--- config.mk ---
export PLATFORM = sky130hd
export DESIGN_NAME = current_sensor_frame_receiver
export DESIGN_NICKNAME = d
export VERILOG_FILES = /design/src/rtl/core/csfr_pkg.sv /design/src/rtl/core/current_sensor_frame_receiver.sv /design/src/rtl/core/csfr_ctrl.sv /design/src/rtl/core/csfr_datapath.sv
export SDC_FILE = /design/constraint.sdc
export NUM_CORES = 1
export LEC_CHECK = 0
export BUFFER_PORTS_ARGS = -buffer_cell sky130_fd_sc_hd__buf_4
export CORE_MARGIN = 5
export CORE_UTILIZATION = 26
export CTS_BUF_LIST = sky130_fd_sc_hd__clkbuf_4 sky130_fd_sc_hd__clkbuf_8
export CTS_CLUSTER_SIZE = 10
export DETAILED_ROUTE_END_ITERATION = 10
export PLACE_DENSITY = 0.48
export SYNTH_ARGS = -nofsm -noshare
export SYNTH_HDL_FRONTEND = slang
export SYNTH_SLANG_ARGS = --single-unit
--- constraint.sdc ---
create_clock -name clk_i -period 7 [get_ports clk_i]
set_input_delay 1.4 -clock clk_i [delete_from_list [all_inputs] [get_ports clk_i]]
set_output_delay 1.4 -clock clk_i [all_outputs]
set_load 0.1 [all_outputs]
--- src/rtl/core/csfr_pkg.sv ---
// Package for the current sensor frame receiver: widths, constants, codes.
// No dependencies.
package csfr_pkg;

  localparam int WindowDepth = 8;
  localparam int WinIdxW     = $clog2(WindowDepth);
  localparam int FillW       = $clog2(WindowDepth + 1);
  localparam int AnSumW      = 24 + WinIdxW + 1;
  localparam int DgSumW      = 16 + WinIdxW + 1;

  localparam logic [7:0] CrcPoly   = 8'h1D;
  localparam logic [7:0] CrcInit   = 8'hFF;
  localparam logic [7:0] CrcXorOut = 8'hFF;
  localparam logic [7:0] StuckThrReset = 8'd5;

  // sticky error codes
  localparam logic [2:0] ErrNone     = 3'd0;
  localparam logic [2:0] ErrCrc      = 3'd1;
  localparam logic [2:0] ErrPower    = 3'd2;
  localparam logic [2:0] ErrInternal = 3'd3;
  localparam logic [2:0] ErrSafety   = 3'd4;

  localparam logic [1:0] PwrNotMeasurable = 2'd3;

  // controller to datapath
  typedef struct packed {
    logic load;      // capture frame, start CRC
    logic crc_step;  // one bit of CRC
    logic commit;    // good frame: update held state, write window
    logic bad;       // bad frame: set crc error
    logic sum_clr;   // clear accumulators
    logic sum_step;  // add one window entry
    logic div_start; // start dividers
    logic div_step;  // one quotient bit
    logic avg_load;  // store averages
  } csfr_cmd_t;

  // datapath to controller
  typedef struct packed {
    logic crc_ok;
    logic sum_last;
    logic div_last;
  } csfr_sts_t;

endpackage

--- src/rtl/core/current_sensor_frame_receiver.sv ---
// Top level of the current sensor frame receiver.
// Depends on csfr_pkg, csfr_ctrl, csfr_datapath.
//
// Takes one 8-byte frame per input transaction and returns one result.
// A frame that fails the CRC ends after the CRC pass; one that passes also
// runs the window sum and the dividers. The CRC runs one bit per cycle over
// 56 bits, the window sum reads one entry per cycle, and the averages come
// from one-bit-per-cycle restoring dividers. One frame is in work at a time;
// a new frame is taken only once the previous result is accepted, at the
// earliest in the cycle that accepts it.
module current_sensor_frame_receiver import csfr_pkg::*; (
  input  logic         clk_i,
  input  logic         rst_ni,
  input  logic         s_axis_tvalid,
  output logic         s_axis_tready,
  // byte_status, byte_analog_high, byte_analog_mid, byte_analog_low,
  // byte_digital_high, byte_digital_low, byte_spare, byte_check
  input  logic [63:0]  s_axis_tdata,
  output logic         m_axis_tvalid,
  input  logic         m_axis_tready,
  // frame_good, sequence_res, power_state, internal_fault, safety_fault,
  // analog_current, analog_average, digital_current, digital_average,
  // repeat_count, sequence_stuck, error_code, zero fill
  output logic [103:0] m_axis_tdata,
  input  logic         cfg_valid_i,
  output logic         cfg_ready_o,
  input  logic [7:0]   cfg_data_i
);

  csfr_cmd_t  cmd;
  csfr_sts_t  sts;
  logic [5:0] crc_cnt;
  logic [7:0] thr_q;

  // stuck threshold register
  assign cfg_ready_o = 1'b1;
  always_ff @(posedge clk_i or negedge rst_ni) begin
    if (!rst_ni) begin
      thr_q <= StuckThrReset;
    end else if (cfg_valid_i) begin
      thr_q <= cfg_data_i;
    end
  end

  csfr_ctrl u_ctrl (
    .clk_i       (clk_i),
    .rst_ni      (rst_ni),
    .in_valid_i  (s_axis_tvalid),
    .in_ready_o  (s_axis_tready),
    .out_valid_o (m_axis_tvalid),
    .out_ready_i (m_axis_tready),
    .crc_cnt_i   (crc_cnt),
    .cmd_o       (cmd),
    .sts_i       (sts)
  );

  csfr_datapath u_dp (
    .clk_i       (clk_i),
    .rst_ni      (rst_ni),
    .frame_i     (s_axis_tdata),
    .stuck_thr_i (thr_q),
    .cmd_i       (cmd),
    .sts_o       (sts),
    .crc_cnt_o   (crc_cnt),
    .res_o       (m_axis_tdata)
  );

endmodule

--- src/rtl/core/csfr_ctrl.sv ---
// Controller FSM of the current sensor frame receiver.
// Depends on csfr_pkg.
module csfr_ctrl import csfr_pkg::*; (
  input  logic      clk_i,
  input  logic      rst_ni,
  input  logic      in_valid_i,
  output logic      in_ready_o,
  output logic      out_valid_o,
  input  logic      out_ready_i,
  input  logic [5:0] crc_cnt_i,
  output csfr_cmd_t cmd_o,
  input  csfr_sts_t sts_i
);

  localparam logic [2:0] StIdle  = 3'd0;
  localparam logic [2:0] StCrc   = 3'd1;
  localparam logic [2:0] StChk   = 3'd2;
  localparam logic [2:0] StSum   = 3'd3;
  localparam logic [2:0] StDiv   = 3'd4;
  localparam logic [2:0] StOut   = 3'd5;
  localparam logic [2:0] StDivSt = 3'd6;
  localparam logic [2:0] StAvg   = 3'd7;

  logic [2:0] state_q, state_d;
  logic       ovalid_q, ovalid_d;

  // accept a frame when idle and the output slot is free or draining
  assign in_ready_o  = (state_q == StIdle) && (!ovalid_q || out_ready_i);
  assign out_valid_o = ovalid_q;

  always_comb begin
    state_d  = state_q;
    ovalid_d = ovalid_q;
    cmd_o    = '0;
    if (ovalid_q && out_ready_i) ovalid_d = 1'b0;
    case (state_q)
      StIdle: begin
        if (in_valid_i && in_ready_o) begin
          cmd_o.load = 1'b1;
          state_d    = StCrc;
        end
      end
      StCrc: begin
        cmd_o.crc_step = 1'b1;
        if (crc_cnt_i == 6'd55) state_d = StChk;
      end
      StChk: begin
        if (sts_i.crc_ok) begin
          cmd_o.commit  = 1'b1;
          cmd_o.sum_clr = 1'b1;
          state_d       = StSum;
        end else begin
          cmd_o.bad = 1'b1;
          state_d   = StOut;
        end
      end
      StSum: begin
        cmd_o.sum_step = 1'b1;
        if (sts_i.sum_last) state_d = StDivSt;
      end
      // sums are complete here
      StDivSt: begin
        cmd_o.div_start = 1'b1;
        state_d         = StDiv;
      end
      StDiv: begin
        cmd_o.div_step = 1'b1;
        if (sts_i.div_last) state_d = StAvg;
      end
      // quotients are complete here
      StAvg: begin
        cmd_o.avg_load = 1'b1;
        state_d        = StOut;
      end
      StOut: begin
        ovalid_d = 1'b1;
        state_d  = StIdle;
      end
      default: state_d = StIdle;
    endcase
  end

  always_ff @(posedge clk_i or negedge rst_ni) begin
    if (!rst_ni) begin
      state_q  <= StIdle;
      ovalid_q <= 1'b0;
    end else begin
      state_q  <= state_d;
      ovalid_q <= ovalid_d;
    end
  end

endmodule

--- src/rtl/core/csfr_datapath.sv ---
// Datapath: bit-serial CRC, held state, sample windows, accumulators,
// restoring dividers. Depends on csfr_pkg.
module csfr_datapath import csfr_pkg::*; (
  input  logic         clk_i,
  input  logic         rst_ni,
  input  logic [63:0]  frame_i,
  input  logic [7:0]   stuck_thr_i,
  input  csfr_cmd_t    cmd_i,
  output csfr_sts_t    sts_o,
  output logic [5:0]   crc_cnt_o,
  output logic [103:0] res_o
);

  // frame and CRC
  logic [63:0] frame_q;
  logic [7:0]  crc_q;
  logic [5:0]  bit_q;
  logic        crc_fb;

  assign crc_cnt_o = bit_q;
  assign crc_fb    = crc_q[7] ^ frame_q[{bit_q[5:3], 3'd7 - bit_q[2:0]}];

  always_ff @(posedge clk_i or negedge rst_ni) begin
    if (!rst_ni) begin
      bit_q <= '0;
    end else if (cmd_i.load) begin
      bit_q <= '0;
    end else if (cmd_i.crc_step) begin
      bit_q <= bit_q + 6'd1;
    end
  end

  always_ff @(posedge clk_i) begin
    if (cmd_i.load) begin
      frame_q <= frame_i;
      crc_q   <= CrcInit;
    end else if (cmd_i.crc_step) begin
      crc_q <= {crc_q[6:0], 1'b0} ^ (crc_fb ? CrcPoly : 8'h00);
    end
  end

  assign sts_o.crc_ok = ((crc_q ^ CrcXorOut) == frame_q[63:56]);

  // held state
  logic [7:0]  status_q;
  logic [3:0]  lastseq_q;
  logic [7:0]  rep_q;
  logic [2:0]  err_q;
  logic        good_q;
  logic signed [23:0] an_q, anavg_q;
  logic signed [15:0] dg_q, dgavg_q;
  logic [WinIdxW-1:0] pos_q;
  logic [FillW-1:0]   fill_q;
  logic [3:0]  seq;
  logic [1:0]  pwr;
  logic signed [23:0] an_new;
  logic signed [15:0] dg_new;

  assign seq    = frame_q[7:4];
  assign pwr    = frame_q[3:2];
  assign an_new = {~frame_q[15], frame_q[14:8], frame_q[23:16], frame_q[31:24]};
  assign dg_new = {~frame_q[39], frame_q[38:32], frame_q[47:40]};

  // windows
  logic [23:0] an_win [WindowDepth];
  logic [15:0] dg_win [WindowDepth];
  logic [FillW-1:0] rd_q;
  logic [23:0] an_rd_q;
  logic [15:0] dg_rd_q;
  logic        rd_vld_q;
  logic signed [AnSumW-1:0] an_sum_q;
  logic signed [DgSumW-1:0] dg_sum_q;

  // divider registers
  logic [AnSumW-1:0] an_quo_q, an_rem_q;
  logic [DgSumW-1:0] dg_quo_q, dg_rem_q;
  logic an_neg_q, dg_neg_q;
  logic [5:0] dcnt_q;
  logic [AnSumW-1:0] an_mag, an_tr;
  logic [DgSumW-1:0] dg_mag, dg_tr;
  logic [AnSumW:0] an_sub;
  logic [DgSumW:0] dg_sub;

  always_ff @(posedge clk_i) begin
    if (cmd_i.commit) begin
      an_win[pos_q] <= an_new;
      dg_win[pos_q] <= dg_new;
    end
    an_rd_q <= an_win[rd_q[WinIdxW-1:0]];
    dg_rd_q <= dg_win[rd_q[WinIdxW-1:0]];
  end

  always_ff @(posedge clk_i or negedge rst_ni) begin
    if (!rst_ni) begin
      status_q  <= '0;
      lastseq_q <= '0;
      rep_q     <= '0;
      err_q     <= ErrNone;
      good_q    <= 1'b0;
      an_q      <= '0;
      dg_q      <= '0;
      anavg_q   <= '0;
      dgavg_q   <= '0;
      pos_q     <= '0;
      fill_q    <= '0;
      rd_q      <= '0;
      rd_vld_q  <= 1'b0;
    end else begin
      if (cmd_i.bad) begin
        err_q  <= ErrCrc;
        good_q <= 1'b0;
      end
      if (cmd_i.commit) begin
        good_q    <= 1'b1;
        status_q  <= frame_q[7:0];
        an_q      <= an_new;
        dg_q      <= dg_new;
        if (pwr == PwrNotMeasurable) err_q <= ErrPower;
        else if (frame_q[1])         err_q <= ErrInternal;
        else if (frame_q[0])         err_q <= ErrSafety;
        pos_q  <= (pos_q == WinIdxW'(WindowDepth - 1)) ? '0 : pos_q + 1'b1;
        if (fill_q < FillW'(WindowDepth)) fill_q <= fill_q + 1'b1;
        if (seq == lastseq_q) begin
          if (rep_q != 8'hFF) rep_q <= rep_q + 8'd1;
        end else begin
          rep_q <= '0;
        end
        lastseq_q <= seq;
      end
      // read sweep: address rd_q, registered data in the next cycle
      if (cmd_i.sum_clr) begin
        rd_q     <= '0;
        rd_vld_q <= 1'b0;
      end else if (cmd_i.sum_step) begin
        rd_q     <= rd_q + 1'b1;
        rd_vld_q <= 1'b1;
      end
      if (cmd_i.avg_load) begin
        anavg_q <= an_neg_q ? -an_quo_q[23:0] : an_quo_q[23:0];
        dgavg_q <= dg_neg_q ? -dg_quo_q[15:0] : dg_quo_q[15:0];
      end
    end
  end

  // last summing cycle: data for entry fill-1 arrives
  assign sts_o.sum_last = rd_vld_q && (rd_q == fill_q);

  always_ff @(posedge clk_i) begin
    if (cmd_i.sum_clr) begin
      an_sum_q <= '0;
      dg_sum_q <= '0;
    end else if (cmd_i.sum_step && rd_vld_q) begin
      an_sum_q <= an_sum_q + AnSumW'(signed'(an_rd_q));
      dg_sum_q <= dg_sum_q + DgSumW'(signed'(dg_rd_q));
    end
  end

  // restoring dividers on magnitudes, shared bit counter
  assign an_mag = an_sum_q[AnSumW-1] ? AnSumW'(-an_sum_q) : an_sum_q;
  assign dg_mag = dg_sum_q[DgSumW-1] ? DgSumW'(-dg_sum_q) : dg_sum_q;
  assign an_tr  = {an_rem_q[AnSumW-2:0], an_quo_q[AnSumW-1]};
  assign dg_tr  = {dg_rem_q[DgSumW-2:0], dg_quo_q[DgSumW-1]};
  assign an_sub = {1'b0, an_tr} - (AnSumW+1)'(fill_q);
  assign dg_sub = {1'b0, dg_tr} - (DgSumW+1)'(fill_q);
  assign sts_o.div_last = (dcnt_q == 6'(AnSumW - 1));

  always_ff @(posedge clk_i) begin
    if (cmd_i.div_start) begin
      an_quo_q <= an_mag;
      dg_quo_q <= dg_mag;
      an_rem_q <= '0;
      dg_rem_q <= '0;
      an_neg_q <= an_sum_q[AnSumW-1];
      dg_neg_q <= dg_sum_q[DgSumW-1];
      dcnt_q   <= '0;
    end else if (cmd_i.div_step) begin
      dcnt_q   <= dcnt_q + 6'd1;
      an_rem_q <= an_sub[AnSumW] ? an_tr : an_sub[AnSumW-1:0];
      an_quo_q <= {an_quo_q[AnSumW-2:0], ~an_sub[AnSumW]};
      // the shorter divider is finished and holds once its bits are done
      if (dcnt_q < 6'(DgSumW)) begin
        dg_rem_q <= dg_sub[DgSumW] ? dg_tr : dg_sub[DgSumW-1:0];
        dg_quo_q <= {dg_quo_q[DgSumW-2:0], ~dg_sub[DgSumW]};
      end
    end
  end

  // result packing, field order of the output item
  assign res_o = {3'd0, err_q, (rep_q >= stuck_thr_i), rep_q,
                  dgavg_q, dg_q, anavg_q, an_q,
                  status_q[0], status_q[1], status_q[3:2], status_q[7:4], good_q};

endmodule

==> impl_metrics.env <==
export IMPL_status="completed"
export IMPL_drt_wl_total_microns=79100
export IMPL_ys_top_cells_by_area="edfxtp_1 41%, dfrtp_1 10%, dfxtp_1 9.4%, mux4_2 6.2%, nand2_1 4.8%"
export IMPL_netlist_area_sq_mm=0.03141
export IMPL_r2r_end="u_dp.an_sum_q[26]"
export IMPL_hold_buffers=0
export IMPL_clock_path_buffers=3
export IMPL_internal_power_uw=10120
export IMPL_slew_headroom_pct=20.93
export IMPL_cts_resized=0
export IMPL_end_kind="output pin"
export IMPL_dp_hpwl_microns=51290
export IMPL_regToRegSetupSlack_ns=3.48
export IMPL_synth_edff_count=434
export IMPL_io_pins=184
export IMPL_critPathLaunch="u_dp.rep_q[0]"
export IMPL_wl_per_cell_microns=17.92
export IMPL_ant_nets=0
export IMPL_root_buffer="clkbuf_8"
export IMPL_p_clk_share_pct=23.9
export IMPL_critPathLaunchType="register"
export IMPL_ir_worst_vdd_v=0.0002355
export IMPL_nets=2849
export IMPL_detailedPlace_worstSlack_ns=3.335
export IMPL_final_cell_mix="434 x edfxtp_1, 398 x nand2_1, 209 x buf_4"
export IMPL_finalHoldViolations=0
export IMPL_cts_tree="yes"
export IMPL_maxCapViolations=0
export IMPL_numCtsBuffers=130
export IMPL_synth_seq_cells=712
export IMPL_timing_final_ws_setup_ns=2.632
export IMPL_io_buffers=179
export IMPL_pwr_share_seq_pct=38.3
export IMPL_fin_util_pct=31.03
export IMPL_syn_area_per_cell_sq_um=12.73
export IMPL_synth_warnings=0
export IMPL_synthSimpleGateAreaFrac_pct=10.81
export IMPL_grt_first_pass_wirelength_microns=122300
export IMPL_p_sw_uw=6676
export IMPL_criticalPathCategory="reg -> out"
export IMPL_drc_errors=0
export IMPL_final_common_cell="edfxtp_1"
export IMPL_clk_pin_slew_ns=0.06
export IMPL_drtPass1Iterations=5
export IMPL_die_area_sq_mm=0.1279
export IMPL_tightest_slew_ns=1.171
export IMPL_yosysTopAreaCell="edfxtp_1"
export IMPL_ys_seq_area_share_pct=61.28
export IMPL_synthXorXnorAreaFrac_pct=5.074
export IMPL_p_comb_share_pct=37.8
export IMPL_async_flop_share_pct=18.26
export IMPL_grt_pass1_vias=19995
export IMPL_grt_usage_pct=12.37
export IMPL_synth_fa_ha_area_share_pct=3.163
export IMPL_synth_main_ff_cell="edfxtp_1"
export IMPL_row_count=127
export IMPL_arrival_ns=2.97
export IMPL_netlist_instances=2468
export IMPL_antenna_found_initial=3
export IMPL_required_ns=5.60
export IMPL_vias=19444
export IMPL_synth_cell_type_count=81
export IMPL_die_w_microns=357.6
export IMPL_gp_congestion=0.7360
export IMPL_core_area_sq_mm=0.1200
export IMPL_synthMuxAreaShare_pct=9.360
export IMPL_synth_top_family_by_area="simple AND/OR/NAND/NOR gates"
export IMPL_holdCritPathClass="reg -> reg"
export IMPL_power_density_mw_per_mm2=451.0
export IMPL_initial_utilization_pct=26.18
export IMPL_area_growth_pct=18.52
export IMPL_reg2reg_from="u_dp.an_sum_q[0]"
export IMPL_die_y_microns=357.6
export IMPL_htreeDepth=4
export IMPL_drive_gt1_share_pct=21.64
export IMPL_grt_overflow_total=0
export IMPL_placedInstanceArea_sq_mm=0.03458
export IMPL_cts_setup_buffers=0
export IMPL_crit_fanout=6
export IMPL_finClkSkew_ns=0.03389
export IMPL_grt_setup_unrepaired="false"
export IMPL_vias_per_cell=4.405
export IMPL_drv_slew=0
export IMPL_setup_viol=0
export IMPL_fin_crit_sh_pct=62.41
export IMPL_netSwitchingFraction_pct=39.76
export IMPL_grt_start_max_net_pins=108
export IMPL_p_total_uw=16790
export IMPL_synth_compound_area_share_pct=8.094
export IMPL_fin_area_sq_mm=0.03723
export IMPL_drtIter0Drc=958
export IMPL_min_period_ns=4.368
export IMPL_cts_sinks=712
export IMPL_clk_latency_ns=0.79
export IMPL_leakagePower_uw=0.01420
export IMPL_synth_top_area_share_pct=41.49
export IMPL_reg2reg_depth=11
export IMPL_fin_tns_setup_ns=0
export IMPL_endpoint="m_axis_tdata[97]"
export IMPL_max_freq_mhz=228.9
## critical path, cell delays in order (launching register included)
cell and delay, ns:
dfrtp_1 0.42, inv_1 0.06, ha_1 0.28, nand2b_1 0.14, a21o_1 0.17, a21o_1 0.17, a21o_1 0.17, a21o_1 0.17
a21oi_1 0.13, nor2b_1 0.05, o21ai_0 0.15, nand2b_1 0.07, buf_4 0.23
## how the worst min path moves through the flow
stage | start | to | slack, ns | depth (start not counted)
2_1_floorplan | u_dp.crc_q[5] | u_dp.crc_q[6] | 0.44 | 2
3_3_place_gp | u_dp.an_rem_q[25] | u_dp.an_rem_q[25] | 0.46 | 2
3_5_place_dp | u_dp.dg_q[7] | u_dp.dg_q[7] | 0.47 | 2
4_1_cts | u_dp.an_rem_q[15] | u_dp.an_rem_q[15] | 0.48 | 2
5_1_grt | u_dp.crc_q[4] | u_dp.crc_q[5] | 0.50 | 2
6_report | u_dp.an_rem_q[15] | u_dp.an_rem_q[15] | 0.47 | 2
## power groups by stage
stage / clock, uW / sequential, uW / combinational [uW]
after floorplan: 0 / 7070 / 4110
after global placement: 0 / 6520 / 6430
after detailed placement: 0 / 6540 / 6430
after CTS: 4190 / 6460 / 6460
after global routing: 4390 / 6590 / 7030
final: 4010 / 6440 / 6340
## sequential cells by signal (all words and copies together) (netlist names), 16 cells and up
name	flops
u_dp.an_q	24
u_dp.an_quo_q	28
u_dp.an_rd_q	24
u_dp.an_rem_q	27
u_dp.an_sum_q	28
u_dp.an_win	192
u_dp.anavg_q	24
u_dp.dg_q	16
u_dp.dg_quo_q	20
u_dp.dg_rd_q	16
u_dp.dg_rem_q	19
u_dp.dg_sum_q	20
u_dp.dg_win	128
u_dp.dgavg_q	16
u_dp.frame_q	64
## final cells by class
type	instances	area [sq um]
antenna	2	5.005
clock buffer	193	2318
clock inverter	44	329.1
fill	12129	82740
inverter	43	161.4
multi-input combinational	1598	11560
sequential	712	19260
tap	1612	2017
timing repair buffer	210	1580
## routing by layer
metal / wire length [microns] / global-route usage (%) / vias up
li1: - / - / 9528
met1: 38220 / 17.21 / 9461
met2: 36050 / 19.39 / 350
met3: 3325 / 2.777 / 105
met4: 1506 / 3.661 / 0
met5: 0 / 0 / -
## synthesized netlist by cell type, types with 8 or more instances
master      n
ha_1       73
o41ai_1     9
nor2_1    101
nor3_1     34
nand3_1    48
buf_1      24
or3_1      13
o31ai_1    20
edfxtp_1  434
nor4b_1    11
nand2b_1   19
a21oi_1    87
nor4_1     13
a211oi_1   18
mux4_2     86
or4_1      15
nand4_1    15
o21ai_1    39
dfrtp_1   128
o21ai_0   195
dfxtp_1   148
inv_1      42
a21o_1     25
o21bai_1    8
mux2_2     47
and2_1      8
and3_1     14
clkbuf_1   78
xor2_1     82
nand2_1   400
mux4_1     14
nor2b_1    21
xnor2_1   100
## stage by stage
step / cells / hold WS (ns)
3_3_place_gp: 4175 / 0.4582
6_report: 4414 / 0.4736
2_1_floorplan: 2470 / 0.4405
3_5_place_dp: 4175 / 0.4657
5_1_grt: 4413 / 0.4962
4_1_cts: 4412 / 0.4761
## cells by family after synthesis
| logic type | Yosys count |
|---|---|
| AO/OA/AOI/OAI | 437 |
| XOR/XNOR | 182 |
| adder cells (fa/ha/maj) | 77 |
| buffers and inverters | 160 |
| flip-flops | 712 |
| multiplexers | 156 |
| other | 2 |
| AND/OR/NAND/NOR | 742 |
Note: power is estimated with default switching activity, not from simulation.
